## src/hdl/deadline_io_scheduler_defines.svh

```systemverilog
// Assertion macros shared by the scheduler RTL.
`ifndef DEADLINE_IO_SCHEDULER_DEFINES_SVH
`define DEADLINE_IO_SCHEDULER_DEFINES_SVH

// Same-cycle implication, disabled while reset is asserted.
`define DIOS_ASSERT_IMPL(lbl, clk, rst_n, ante, cons, msg) \
    lbl: assert property (@(posedge clk) disable iff (!(rst_n)) (ante) |-> (cons)) \
        else $error(msg);

// Next-cycle implication, disabled while reset is asserted.
`define DIOS_ASSERT_NEXT(lbl, clk, rst_n, ante, cons, msg) \
    lbl: assert property (@(posedge clk) disable iff (!(rst_n)) (ante) |=> (cons)) \
        else $error(msg);

`endif

```

## src/hdl/dios_pkg.sv

```systemverilog
package dios_pkg;

    localparam int QUEUE_DEPTH = 16;
    localparam int TAG_BITS    = 8;
    localparam int IDX_W       = $clog2(QUEUE_DEPTH);

    localparam int SECTOR_W  = 48;
    localparam int TAG_W     = 8;
    localparam int TIME_W    = 32;
    localparam int ORDER_W   = 32;
    localparam int DL_W      = 16;
    localparam int CMD_W     = 2;
    localparam int STATUS_W  = 3;
    localparam int CFG_IDX_W = 8;

    localparam logic [CMD_W-1:0] CMD_ADD      = 2'd0;
    localparam logic [CMD_W-1:0] CMD_DISPATCH = 2'd1;
    localparam logic [CMD_W-1:0] CMD_TICK     = 2'd2;

    localparam logic [STATUS_W-1:0] ST_ADDED     = 3'd0;
    localparam logic [STATUS_W-1:0] ST_FULL      = 3'd1;
    localparam logic [STATUS_W-1:0] ST_EXP_READ  = 3'd2;
    localparam logic [STATUS_W-1:0] ST_EXP_WRITE = 3'd3;
    localparam logic [STATUS_W-1:0] ST_SORTED    = 3'd4;
    localparam logic [STATUS_W-1:0] ST_EMPTY     = 3'd5;
    localparam logic [STATUS_W-1:0] ST_TICK      = 3'd6;

    localparam logic [CFG_IDX_W-1:0] CFG_READ_DL  = 8'd0;
    localparam logic [CFG_IDX_W-1:0] CFG_WRITE_DL = 8'd1;

    localparam logic [DL_W-1:0] READ_DL_RST  = 16'd500;
    localparam logic [DL_W-1:0] WRITE_DL_RST = 16'd5000;

    // One stored request.
    typedef struct packed {
        logic [SECTOR_W-1:0] sector;
        logic                is_write;
        logic [TAG_BITS-1:0] tag;
        logic [TIME_W-1:0]   arrival;
        logic [ORDER_W-1:0]  order;
    } t_entry;

    // Best entry seen so far in a scan, with the fields needed on dispatch.
    typedef struct packed {
        logic                found;
        logic [IDX_W-1:0]    idx;
        logic [ORDER_W-1:0]  ord_dist;
        logic [SECTOR_W-1:0] sector;
        logic                is_write;
        logic [TAG_BITS-1:0] tag;
        logic [TIME_W-1:0]   arrival;
    } t_cand;

    typedef struct packed {
        t_cand rd;
        t_cand wr;
        t_cand lo;
    } t_best;

endpackage

```

## src/hdl/deadline_io_scheduler.sv

```systemverilog
// Deadline I/O scheduler: holds up to QUEUE_DEPTH pending block requests.
// Input channel (i_valid/o_ready): one item is a command with its fields.
//   add stores a request in the lowest free entry (status added or full),
//   dispatch removes at most one request, tick advances the millisecond counter.
// Output channel (o_valid/i_ready): exactly one result item per input item.
// Config channel (i_cfg_valid/o_cfg_ready, always ready): index 0 sets the
//   read deadline, index 1 the write deadline; other indexes are ignored.
//   Write only while the block is idle.
// Add, tick and the unused command pass through S_EXEC and S_RESULT from
//   accept to result; dispatch adds S_SCAN, which walks the table one entry
//   a cycle through a single compare unit, and then S_CHECK for the deadline
//   check, before S_RESULT.
// One item is in work at a time; o_ready is high only when idle. A finished
//   result waits in the output register, and the next item can be accepted
//   meanwhile; its own result waits until the receiver takes the first.
// Reset empties the table, zeroes the tick counter and the arrival sequence,
//   and restores the deadlines to 500 and 5000 ticks.
module deadline_io_scheduler (
    input  logic                              i_clk,
    input  logic                              i_rst_n,
    input  logic                              i_valid,
    output logic                              o_ready,
    input  logic [dios_pkg::CMD_W-1:0]        i_command,
    input  logic [dios_pkg::SECTOR_W-1:0]     i_sector,
    input  logic                              i_is_write,
    input  logic [dios_pkg::TAG_W-1:0]        i_tag,
    output logic                              o_valid,
    input  logic                              i_ready,
    output logic [dios_pkg::STATUS_W-1:0]     o_status,
    output logic [dios_pkg::TAG_W-1:0]        o_out_tag,
    output logic [dios_pkg::SECTOR_W-1:0]     o_out_sector,
    output logic                              o_out_is_write,
    input  logic                              i_cfg_valid,
    output logic                              o_cfg_ready,
    input  logic [dios_pkg::CFG_IDX_W-1:0]    i_cfg_index,
    input  logic [dios_pkg::DL_W-1:0]         i_cfg_data
);
    import dios_pkg::*;

    `include "deadline_io_scheduler_defines.svh"

    typedef enum logic [2:0] {
        S_IDLE,
        S_EXEC,
        S_SCAN,
        S_CHECK,
        S_RESULT
    } t_state;

    localparam logic [IDX_W-1:0] LAST_IDX = IDX_W'(QUEUE_DEPTH - 1);

    t_state              r_state;
    logic [CMD_W-1:0]    r_cmd;
    logic [SECTOR_W-1:0] r_sector;
    logic                r_is_write;
    logic [TAG_BITS-1:0] r_tag;
    logic [DL_W-1:0]     r_read_dl;
    logic [DL_W-1:0]     r_write_dl;
    logic [TIME_W-1:0]   r_now;
    logic [ORDER_W-1:0]  r_next_order;
    logic [IDX_W-1:0]    r_idx;
    t_best               r_best;
    logic [STATUS_W-1:0] r_status;

    logic                r_o_valid;
    logic [STATUS_W-1:0] r_o_status;
    logic [TAG_W-1:0]    r_o_tag;
    logic [SECTOR_W-1:0] r_o_sector;
    logic                r_o_write;

    t_best                  n_best;
    t_entry                 rd_entry;
    logic                   rd_valid;
    logic [QUEUE_DEPTH-1:0] valid_vec;
    logic                   free_found;
    logic [IDX_W-1:0]       free_idx;
    logic                   wr_en;
    t_entry                 wr_entry;
    logic                   out_free;
    t_cand                  res_cand;
    logic                   res_take;
    logic                   clr_en;
    logic [TIME_W-1:0]      age_rd;
    logic [TIME_W-1:0]      age_wr;
    logic                   rd_exp;
    logic                   wr_exp;

    dios_table u_table (
        .i_clk      (i_clk),
        .i_rst_n    (i_rst_n),
        .i_wr_en    (wr_en),
        .i_wr_idx   (free_idx),
        .i_wr_entry (wr_entry),
        .i_clr_en   (clr_en),
        .i_clr_idx  (res_cand.idx),
        .i_rd_idx   (r_idx),
        .o_rd_entry (rd_entry),
        .o_rd_valid (rd_valid),
        .o_valid    (valid_vec)
    );

    // Shared compare unit, one table entry per cycle.
    dios_cmp u_cmp (
        .i_entry      (rd_entry),
        .i_valid      (rd_valid),
        .i_idx        (r_idx),
        .i_next_order (r_next_order),
        .i_best       (r_best),
        .o_best       (n_best)
    );

    // Lowest free entry for an add.
    always_comb begin
        free_found = 1'b0;
        free_idx   = '0;
        for (int i = QUEUE_DEPTH - 1; i >= 0; i--) begin
            if (!valid_vec[i]) begin
                free_found = 1'b1;
                free_idx   = IDX_W'(i);
            end
        end
    end

    assign wr_en = (r_state == S_EXEC) && (r_cmd == CMD_ADD) && free_found;

    always_comb begin
        wr_entry.sector   = r_sector;
        wr_entry.is_write = r_is_write;
        wr_entry.tag      = r_tag;
        wr_entry.arrival  = r_now;
        wr_entry.order    = r_next_order;
    end

    // Deadline check on the oldest read and oldest write, ages mod 2^32.
    assign age_rd = r_now - r_best.rd.arrival;
    assign age_wr = r_now - r_best.wr.arrival;
    assign rd_exp = r_best.rd.found && (age_rd >= TIME_W'(r_read_dl));
    assign wr_exp = r_best.wr.found && (age_wr >= TIME_W'(r_write_dl));

    // Result source chosen by the status decided earlier.
    always_comb begin
        res_cand = '0;
        res_take = 1'b0;
        case (r_status)
            ST_EXP_READ: begin
                res_cand = r_best.rd;
                res_take = 1'b1;
            end
            ST_EXP_WRITE: begin
                res_cand = r_best.wr;
                res_take = 1'b1;
            end
            ST_SORTED: begin
                res_cand = r_best.lo;
                res_take = 1'b1;
            end
            default: begin
                res_cand = '0;
                res_take = 1'b0;
            end
        endcase
    end

    assign out_free = !r_o_valid || i_ready;
    assign clr_en   = (r_state == S_RESULT) && out_free && res_take;

    always_ff @(posedge i_clk) begin
        if (!i_rst_n) begin
            r_state      <= S_IDLE;
            r_cmd        <= CMD_ADD;
            r_sector     <= '0;
            r_is_write   <= 1'b0;
            r_tag        <= '0;
            r_read_dl    <= READ_DL_RST;
            r_write_dl   <= WRITE_DL_RST;
            r_now        <= '0;
            r_next_order <= '0;
            r_idx        <= '0;
            r_best       <= '0;
            r_status     <= ST_EMPTY;
            r_o_valid    <= 1'b0;
            r_o_status   <= ST_EMPTY;
            r_o_tag      <= '0;
            r_o_sector   <= '0;
            r_o_write    <= 1'b0;
        end else begin
            if (i_cfg_valid) begin
                case (i_cfg_index)
                    CFG_READ_DL:  r_read_dl  <= i_cfg_data;
                    CFG_WRITE_DL: r_write_dl <= i_cfg_data;
                    default: begin
                    end
                endcase
            end

            // In S_RESULT the output register is reloaded below instead.
            if (r_o_valid && i_ready && (r_state != S_RESULT)) begin
                r_o_valid <= 1'b0;
            end

            case (r_state)
                S_IDLE: begin
                    if (i_valid) begin
                        r_cmd      <= i_command;
                        r_sector   <= i_sector;
                        r_is_write <= i_is_write;
                        r_tag      <= TAG_BITS'(i_tag);
                        r_state    <= S_EXEC;
                    end
                end
                S_EXEC: begin
                    r_idx   <= '0;
                    r_best  <= '0;
                    r_state <= S_RESULT;
                    case (r_cmd)
                        CMD_ADD: begin
                            if (free_found) begin
                                r_next_order <= r_next_order + ORDER_W'(1);
                                r_status     <= ST_ADDED;
                            end else begin
                                r_status <= ST_FULL;
                            end
                        end
                        CMD_DISPATCH: begin
                            r_state <= S_SCAN;
                        end
                        CMD_TICK: begin
                            r_now    <= r_now + TIME_W'(1);
                            r_status <= ST_TICK;
                        end
                        default: begin
                            r_status <= ST_EMPTY;
                        end
                    endcase
                end
                S_SCAN: begin
                    r_best <= n_best;
                    if (r_idx == LAST_IDX) begin
                        r_idx   <= '0;
                        r_state <= S_CHECK;
                    end else begin
                        r_idx <= r_idx + IDX_W'(1);
                    end
                end
                S_CHECK: begin
                    if (rd_exp) begin
                        r_status <= ST_EXP_READ;
                    end else if (wr_exp) begin
                        r_status <= ST_EXP_WRITE;
                    end else if (r_best.lo.found) begin
                        r_status <= ST_SORTED;
                    end else begin
                        r_status <= ST_EMPTY;
                    end
                    r_state <= S_RESULT;
                end
                S_RESULT: begin
                    if (out_free) begin
                        r_o_valid  <= 1'b1;
                        r_o_status <= r_status;
                        r_o_tag    <= TAG_W'(res_cand.tag);
                        r_o_sector <= res_cand.sector;
                        r_o_write  <= res_cand.is_write;
                        r_state    <= S_IDLE;
                    end
                end
                default: begin
                    r_state <= S_IDLE;
                end
            endcase
        end
    end

    assign o_ready        = (r_state == S_IDLE);
    assign o_cfg_ready    = 1'b1;
    assign o_valid        = r_o_valid;
    assign o_status       = r_o_status;
    assign o_out_tag      = r_o_tag;
    assign o_out_sector   = r_o_sector;
    assign o_out_is_write = r_o_write;

    `DIOS_ASSERT_IMPL(a_exp_read_dir, i_clk, i_rst_n, r_o_valid && (r_o_status == ST_EXP_READ), !r_o_write, "expired read result carries a write")
    `DIOS_ASSERT_IMPL(a_exp_write_dir, i_clk, i_rst_n, r_o_valid && (r_o_status == ST_EXP_WRITE), r_o_write, "expired write result carries a read")
    `DIOS_ASSERT_IMPL(a_no_pick_zero, i_clk, i_rst_n, r_o_valid && (r_o_status == ST_ADDED || r_o_status == ST_FULL || r_o_status == ST_TICK || r_o_status == ST_EMPTY), (r_o_tag == '0) && (r_o_sector == '0) && !r_o_write, "non-dispatch result has nonzero fields")
    `DIOS_ASSERT_NEXT(a_order_step, i_clk, i_rst_n, wr_en, r_next_order == $past(r_next_order) + ORDER_W'(1), "arrival sequence did not advance on add")
    `DIOS_ASSERT_IMPL(a_idx_idle, i_clk, i_rst_n, r_state != S_SCAN, r_idx == '0, "scan index nonzero outside scan")

endmodule

```

## src/hdl/dios_table.sv

```systemverilog
module dios_table (
    input  logic                          i_clk,
    input  logic                          i_rst_n,
    input  logic                          i_wr_en,
    input  logic [dios_pkg::IDX_W-1:0]    i_wr_idx,
    input  dios_pkg::t_entry              i_wr_entry,
    input  logic                          i_clr_en,
    input  logic [dios_pkg::IDX_W-1:0]    i_clr_idx,
    input  logic [dios_pkg::IDX_W-1:0]    i_rd_idx,
    output dios_pkg::t_entry              o_rd_entry,
    output logic                          o_rd_valid,
    output logic [dios_pkg::QUEUE_DEPTH-1:0] o_valid
);
    import dios_pkg::*;

    t_entry                 r_entry [QUEUE_DEPTH];
    logic [QUEUE_DEPTH-1:0] r_valid;

    // Valid bits: set on add, cleared on dispatch.
    always_ff @(posedge i_clk) begin
        if (!i_rst_n) begin
            r_valid <= '0;
        end else begin
            if (i_wr_en) begin
                r_valid[i_wr_idx] <= 1'b1;
            end
            if (i_clr_en) begin
                r_valid[i_clr_idx] <= 1'b0;
            end
        end
    end

    // Payload is only read where the valid bit is set, so no reset.
    always_ff @(posedge i_clk) begin
        if (i_wr_en) begin
            r_entry[i_wr_idx] <= i_wr_entry;
        end
    end

    assign o_rd_entry = r_entry[i_rd_idx];
    assign o_rd_valid = r_valid[i_rd_idx];
    assign o_valid    = r_valid;

endmodule

```

## src/hdl/dios_cmp.sv

```systemverilog
module dios_cmp (
    input  dios_pkg::t_entry                i_entry,
    input  logic                            i_valid,
    input  logic [dios_pkg::IDX_W-1:0]      i_idx,
    input  logic [dios_pkg::ORDER_W-1:0]    i_next_order,
    input  dios_pkg::t_best                 i_best,
    output dios_pkg::t_best                 o_best
);
    import dios_pkg::*;

    logic [ORDER_W-1:0] cur_dist;
    t_cand              cand;

    // Larger distance from next_order means older, also across wrap.
    assign cur_dist = i_next_order - i_entry.order;

    always_comb begin
        cand.found    = 1'b1;
        cand.idx      = i_idx;
        cand.ord_dist = cur_dist;
        cand.sector   = i_entry.sector;
        cand.is_write = i_entry.is_write;
        cand.tag      = i_entry.tag;
        cand.arrival  = i_entry.arrival;

        o_best = i_best;
        if (i_valid && !i_entry.is_write &&
            (!i_best.rd.found || cur_dist > i_best.rd.ord_dist)) begin
            o_best.rd = cand;
        end
        if (i_valid && i_entry.is_write &&
            (!i_best.wr.found || cur_dist > i_best.wr.ord_dist)) begin
            o_best.wr = cand;
        end
        if (i_valid && (!i_best.lo.found || i_entry.sector < i_best.lo.sector ||
                        (i_entry.sector == i_best.lo.sector &&
                         cur_dist > i_best.lo.ord_dist))) begin
            o_best.lo = cand;
        end
    end

endmodule
```

## config.mk

```make
export PLATFORM = sky130hd
export DESIGN_NAME = deadline_io_scheduler
export DESIGN_NICKNAME = d
export VERILOG_FILES = /design/src/hdl/dios_pkg.sv /design/src/hdl/deadline_io_scheduler.sv /design/src/hdl/dios_table.sv /design/src/hdl/dios_cmp.sv
export VERILOG_INCLUDE_DIRS = /design/src /design/src/hdl
export SDC_FILE = /design/constraint.sdc
export NUM_CORES = 2
export LEC_CHECK = 0
export BUFFER_PORTS_ARGS = -buffer_cell sky130_fd_sc_hd__buf_4
export CAP_MARGIN = 0
export CORE_MARGIN = 8
export CORE_UTILIZATION = 25
export CTS_BUF_LIST = sky130_fd_sc_hd__clkbuf_2
export DETAILED_ROUTE_END_ITERATION = 16
export PLACE_DENSITY = 0.39
export RECOVER_POWER = 50
export SLEW_MARGIN = 20
export SYNTH_ARGS = -nofsm -noshare
export SYNTH_HDL_FRONTEND = slang
export SYNTH_HIERARCHICAL = 1
export SYNTH_SLANG_ARGS = --single-unit
```

## constraint.sdc

```tcl
create_clock -name i_clk -period 20.4 [get_ports i_clk]
set_input_delay 2.04 -clock i_clk [delete_from_list [all_inputs] [get_ports i_clk]]
set_output_delay 2.04 -clock i_clk [all_outputs]
set_load 0.02 [all_outputs]
```

**Word-level counts from Yosys, hierarchy flattened**

Memories as Yosys holds them, arrays and structs flattened. A register that Yosys moved wholly into a read port is not among the register bits.
Cells that the tools add are included.

- Register bits after elaboration: 620
- Bits in writable memories: 1936
- Bits of input ports: 88
- Output and inout bits: 63
- Logic and storage cells: 189
- Memories: 1

- Add/sub/neg operators: 6
- $lt $le $gt $ge: 11
- Equality and inequality tests: 20
- Muxes and demuxes: 67
- Bitwise logic cells: 3
- Reduce and logical (&&, ||, !) cells: 43

Memories:

| name | words | bits a word | rd ports | clocked after Yosys merged registers in | wr ports | RTL line | RTL |
|---|---|---|---|---|---|---|---|
| u_table.r_entry | 16 | 121 | 1 | 1 | 1 | dios_table.sv:16 | `t_entry r_entry [QUEUE_DEPTH];` |

Operators by type and width:

| kind | number |
|---|---|
| case mux 378 bit (2 select lines) | 1 |
| 2-to-1 mux 126 bit | 3 |
| case mux 125 bit (3 select lines) | 1 |
| > comparator 32 bit | 3 |
| subtractor 32 bit | 3 |
| 2-to-1 mux 4 bit | 19 |
| adder 32 x 1 -> 32 bit, second input constant | 2 |
| greater-or-equal comparator 32 x 16 -> 1 bit | 2 |
| equality test 48 bit | 1 |
| < comparator 48 bit | 1 |
| 2-to-1 mux 16 bit | 3 |
| 2-to-1 mux 1 bit | 27 |
| 2-to-1 mux 3 bit | 6 |
| AND reduction 2 bit | 9 |
| bitwise AND 16 bit | 1 |
| logical AND 1 bit | 16 |
| NOT 16 bit | 1 |
| OR 16 bit | 1 |
| < comparator 4 x 5 -> 1 bit, second input constant | 3 |
| case mux 3 bit (5 select lines) | 1 |
| equality test 3 x 2 -> 1 bit, second input constant | 4 |
| case mux 3 bit (3 select lines) | 1 |
| demux 1 bit (select 4 bit) | 2 |
| equality test 8 x 1 -> 1 bit, second input constant | 1 |
| 21 further kinds | 38 |

**Depth between registers and ports, before layout**

- Depth after elaboration: 25
- Mapped depth: 31
- Depth with buffers taken out: 26

**By module**

Netlist, hierarchy kept.

Modules (own cells, without submodules):

| module | instances | cells an instance | area each (um^2) | seq. area each (um^2) |
|---|---|---|---|---|
| dios_table | 1 | 3026 | 72950.0 | 58456.1 |
| deadline_io_scheduler | 1 | 3187 | 28479.8 | 12091.6 |
| dios_cmp | 1 | 1241 | 9703.1 | 0.0 |

**Worst setup path before layout**

Ideal clock, no wire load.

- Path type: reg-to-reg
- From: register u_table.r_valid[15], in the netlist u_table/o_valid[15]
- To: register u_table.r_valid[0], in the netlist u_table/o_valid[0]
- Setup time: 113 ps
- Arrival: 14046 ps
- Required time: 20287 ps
- Path slack: 6241 ps
- Stages on the path, launching flop included: 12
- Buffers on the path: 0
- Clock period less this slack: 14159 ps
- Cell sequence: dfxtp_1 > o21ai_0 > a21boi_0 > o21ai_0 > a21boi_0 > o21ai_0 > nand2_1 > nand2_1 > nand2_1 > a21boi_0 > nor4_1 > o221a_1

- Longest elaborated chain between the ends: 25
- Elaborated cells on any way between the ends: 43
- Those cells by class: order compare: 2; mux: 37; bitwise: 2; reduce/logical: 2

Ends and longest elaborated chain:

| item | RTL line | RTL |
|---|---|---|
| start, declared | dios_table.sv:17 | `logic [QUEUE_DEPTH-1:0] r_valid;` |
| start signal, assigned | dios_table.sv:22 | `r_valid <= '0;` |
| start signal, assigned by index | dios_table.sv:25 | `r_valid[i_wr_idx] <= 1'b1;` |
| start signal, assigned by index | dios_table.sv:28 | `r_valid[i_clr_idx] <= 1'b0;` |
| 2-to-1 mux 4 bit (*) (16 in a row) | deadline_io_scheduler.sv:117 | `if (!valid_vec[i]) begin` |
| net free_idx[0] | deadline_io_scheduler.sv:76 | `logic [IDX_W-1:0] free_idx;` |
| < comparator 4 x 5 -> 1 bit (not written as such) / greater-or-equal comparator 4 x 1 -> 1 bit (equally long branches) | dios_table.sv:25 |  |
| logical AND 1 bit (not written as such) | dios_table.sv:25 |  |
| 2-to-1 mux 1 bit (not written as such) | dios_table.sv:25 |  |
| demux 1 bit (select 4 bit) (*) | -- |  |
| OR 16 bit (no source line) (*) | -- |  |
| 2-to-1 mux 16 bit (*) | dios_table.sv:24 | `if (i_wr_en) begin` |
| 2-to-1 mux 16 bit (*) | dios_table.sv:21 | `if (!i_rst_n) begin` |
| bitwise AND 16 bit (no source line) | -- |  |
| 2-to-1 mux 16 bit (*) | dios_table.sv:27 | `if (i_clr_en) begin` |

The timed path passes the listed nets; every way through them passes the cells marked *. The select of a mux whose other input is x is not followed.
A chain may end at the register's enable or synchronous reset.

**Worst setup path after layout**

- From: input i_rst_n
- To: register r_read_dl[4]

RTL lines:

| item | RTL line | RTL |
|---|---|---|
| start, declared | deadline_io_scheduler.sv:20 | `input logic i_rst_n,` |
| end signal, assigned | deadline_io_scheduler.sv:189 | `CFG_READ_DL: r_read_dl <= i_cfg_data;` |
| end, declared | deadline_io_scheduler.sv:57 | `logic [DL_W-1:0] r_read_dl;` |

No word-level cell between the ends.

==> results.txt <==
The power per cell area is 79.3 mW/mm². Global routing used 14.2% of the available tracks. The critical path goes through clkbuf_1, clkbuf_1, o211ai_1. The worst clock skew came out at 0.352 ns. TritonCTS built the clock tree. STA puts the critical path data required time at 21.82 ns. The leakage power figure came out at 40.8 nW. Setup repair after global routing left no endpoint under its margin. The number of antenna violations at the first check in global routing was 18. The critical path in this run is classified as in -> reg. For the number of DRC violations after detailed routing, the log shows 0. The count of maximum capacitance violations is 13, and the met2 track demand over resource is 23.7%. The instance count of the mapped netlist was 7,317. For this design, the slowest cell found on the critical path is clkbuf_1. The most numerous cell on the critical path was clkbuf_1. Compared with the post-synthesis result, the final layout area differs by 13.6%. The met3 global-route usage is 2.49%, and the DRC violation total after the first TritonRoute iteration is 4,582. At the pin with the least slew margin, the transition time is 8.35 ns.

In this run the remaining antenna-violating nets after routing total 0. The tools report the flip-flop and latch area as 0.0699 mm². Summing all multi-input logic gate instances after layout gives 0.0369 mm². For this run, the number of Yosys warnings is 6.

The count of buffers added on input and output ports is 149. The share of the core filled with cells in the final layout is 28.5%, and the per-cell via count in the routed design is 4.69. Clock-pin slew was measured on the worst setup and hold paths at 0.10 ns. The clock tree root buffer cell is clkbuf_2. For this run, global-route usage on met1 was measured as 18.7%.

The largest single stage delay on the critical path is 6.03 ns. Summed over all nets, the half-perimeter wirelength after detailed placement is 186,000 µm. In this run the worst hold path is classified as in -> reg. The global-route wire length before repair was 488,000 µm.

The routed wirelength normalized by instance count is 23.8 µm, and the largest driver fanout on the critical path is 214. The worst-case vdd ir drop was 40.6 µV; the die width was 678 µm. The die is 678 µm tall.

The post-layout minimum cycle time is 11.55 ns, and the number of fill cells is 44,500. Routability-driven placement finished with a final weighted congestion of 0.798. Leaving out fill and tap cells, the most frequent cells in the layout are 1,936 x edfxtp_1, 1,025 x clkbuf_2, 646 x a22oi_1, 585 x dfxtp_1, 517 x nand2_1. The initial utilization of the core area, before any placement, comes to 25.1%. The overflow left after global routing is 0, and the worst hold-check slack is 0.464 ns. Aggregate negative setup slack: 0 ns. The number of cell rows came out at 243. The tools report the buffer levels on the longest clock path as 4. The tools report the overall power of the completed layout as 9.88 mW.

The worst pin sits at a relative slew slack of -457%. Insertion delay to the later sink of the worst-skew pair: 2.17 ns. The global routing's busiest layer is met2. The checks that failed: capacitance limit, slew limit. After detailed routing, the total wire length is 338,000 µm. Clock tree synthesis found a total of 2,524 sinks. The run finished, with violations left. Buffers inserted during clock tree synthesis total 674. For the number of global-route vias before repair, the log shows 70,300. Per-instance average area after synthesis: 15.0 µm². In this run the cell area of the synthesized design comes to 0.110 mm². STA classifies the critical path startpoint as an input port. For this run, the top clock speed supported by timing is 86.6 MHz.

STA classifies the critical path endpoint as a register. STA puts the critical path data arrival time at 12.97 ns. The number of endpoints failing setup at the final stage was 0; the net total in the final layout was 8,278.

Counting every net in the synthesized netlist gives 7,680. The core region is 0.438 mm². The number of slew-limit violations in the final report was 889; the number of hold violations in the final report was 0.

The tools report the deepest level of the CTS H-tree as 6. The die covers 0.460 mm². Most common cell after layout, fill and taps aside: edfxtp_1.

The final route contains 66,800 vias. During I/O placement, the number of pins put on the boundary was 151. The pin count of the biggest net entering global routing was 215; the fraction of layout cells with a size suffix above 1 was 26.2%.

The final worst-path cycle share works out to 56.6%. The pre-antenna-repair detailed-routing pass consisted of 5 iterations.
-- registers in the layout, indices dropped and copies added (netlist names) --
name             count
r_now               32
r_status             3
r_tag                8
o_status             3
r_sector            48
o_out_is_write       1
r_read_dl           16
o_valid              1
r_is_write           1
u_table/o_valid     16
r_state              3
r_best             346
r_write_dl          16
r_cmd                2
o_out_tag            8
u_table/r_entry   1936
o_out_sector        48
r_next_order        32
r_idx                4
-- metrics by stage --
step	cell area [µm²]	cells	setup slack (ns)
2_1_floorplan	110000	7317	6.24
5_1_grt	125000	14200	7.71
3_5_place_dp	118000	12900	9.72
4_1_cts	125000	14200	9.77
6_report	125000	14200	8.85
3_3_place_gp	117000	12900	9.77
-- worst paths after layout --
kind                                                  from                         end  slack [ns]  cells past startpoint
worst max-delay path                               i_rst_n   r_read_dl[4]$_SDFFE_PN1P_        8.85                      3
worst min-delay path                               i_ready     r_state[2]$_SDFFE_PN0P_        0.46                      5
worst max register to register       r_idx[0]$_SDFFE_PN0P_    r_best[350]$_SDFFE_PN0P_       10.01                     25
worst min register to register  r_write_dl[8]$_SDFFE_PN1P_  r_write_dl[8]$_SDFFE_PN1P_        0.49                      2
-- area by class of cell --
| class | instances | area share, % |
|---|---|---|
| well taps | 5757 | 5.78 |
| clock buffers | 1025 | 4.12 |
| repair buffers | 354 | 2.42 |
| flip-flops and latches | 2524 | 56.1 |
| diodes | 17 | 0.0341 |
| inverters | 301 | 0.907 |
| multi-input cells | 4060 | 29.6 |
| clock inverters | 193 | 1.01 |
-- report_power, final --
group          switching, mW  internal (mW)  total [mW]
sequential            0.0595           5.54        5.60
combinational          0.354          0.211       0.565
clock                   2.18           1.53        3.71
-- worst max-delay path, delay by kind of cell --
family,cells,cell delay (ns)
AOI/OAI and AO/OA,1,0.45
buffers and inverters,2,9.95
-- what timing repair did --
action,4_1_cts,5_1_grt
hold buffers,76,0
endpoints found under the hold margin,93,0
setup buffers,0,0
gates resized for setup,0,0
-- per-layer routing --
layer,part of all wire [%],vias to the layer above
li1,-,30000
met1,45,34400
met2,48,1724
met3,4.6,604
met4,2.8,8
met5,0.017,-
No activity file was read; power rests on OpenSTA's default activity.
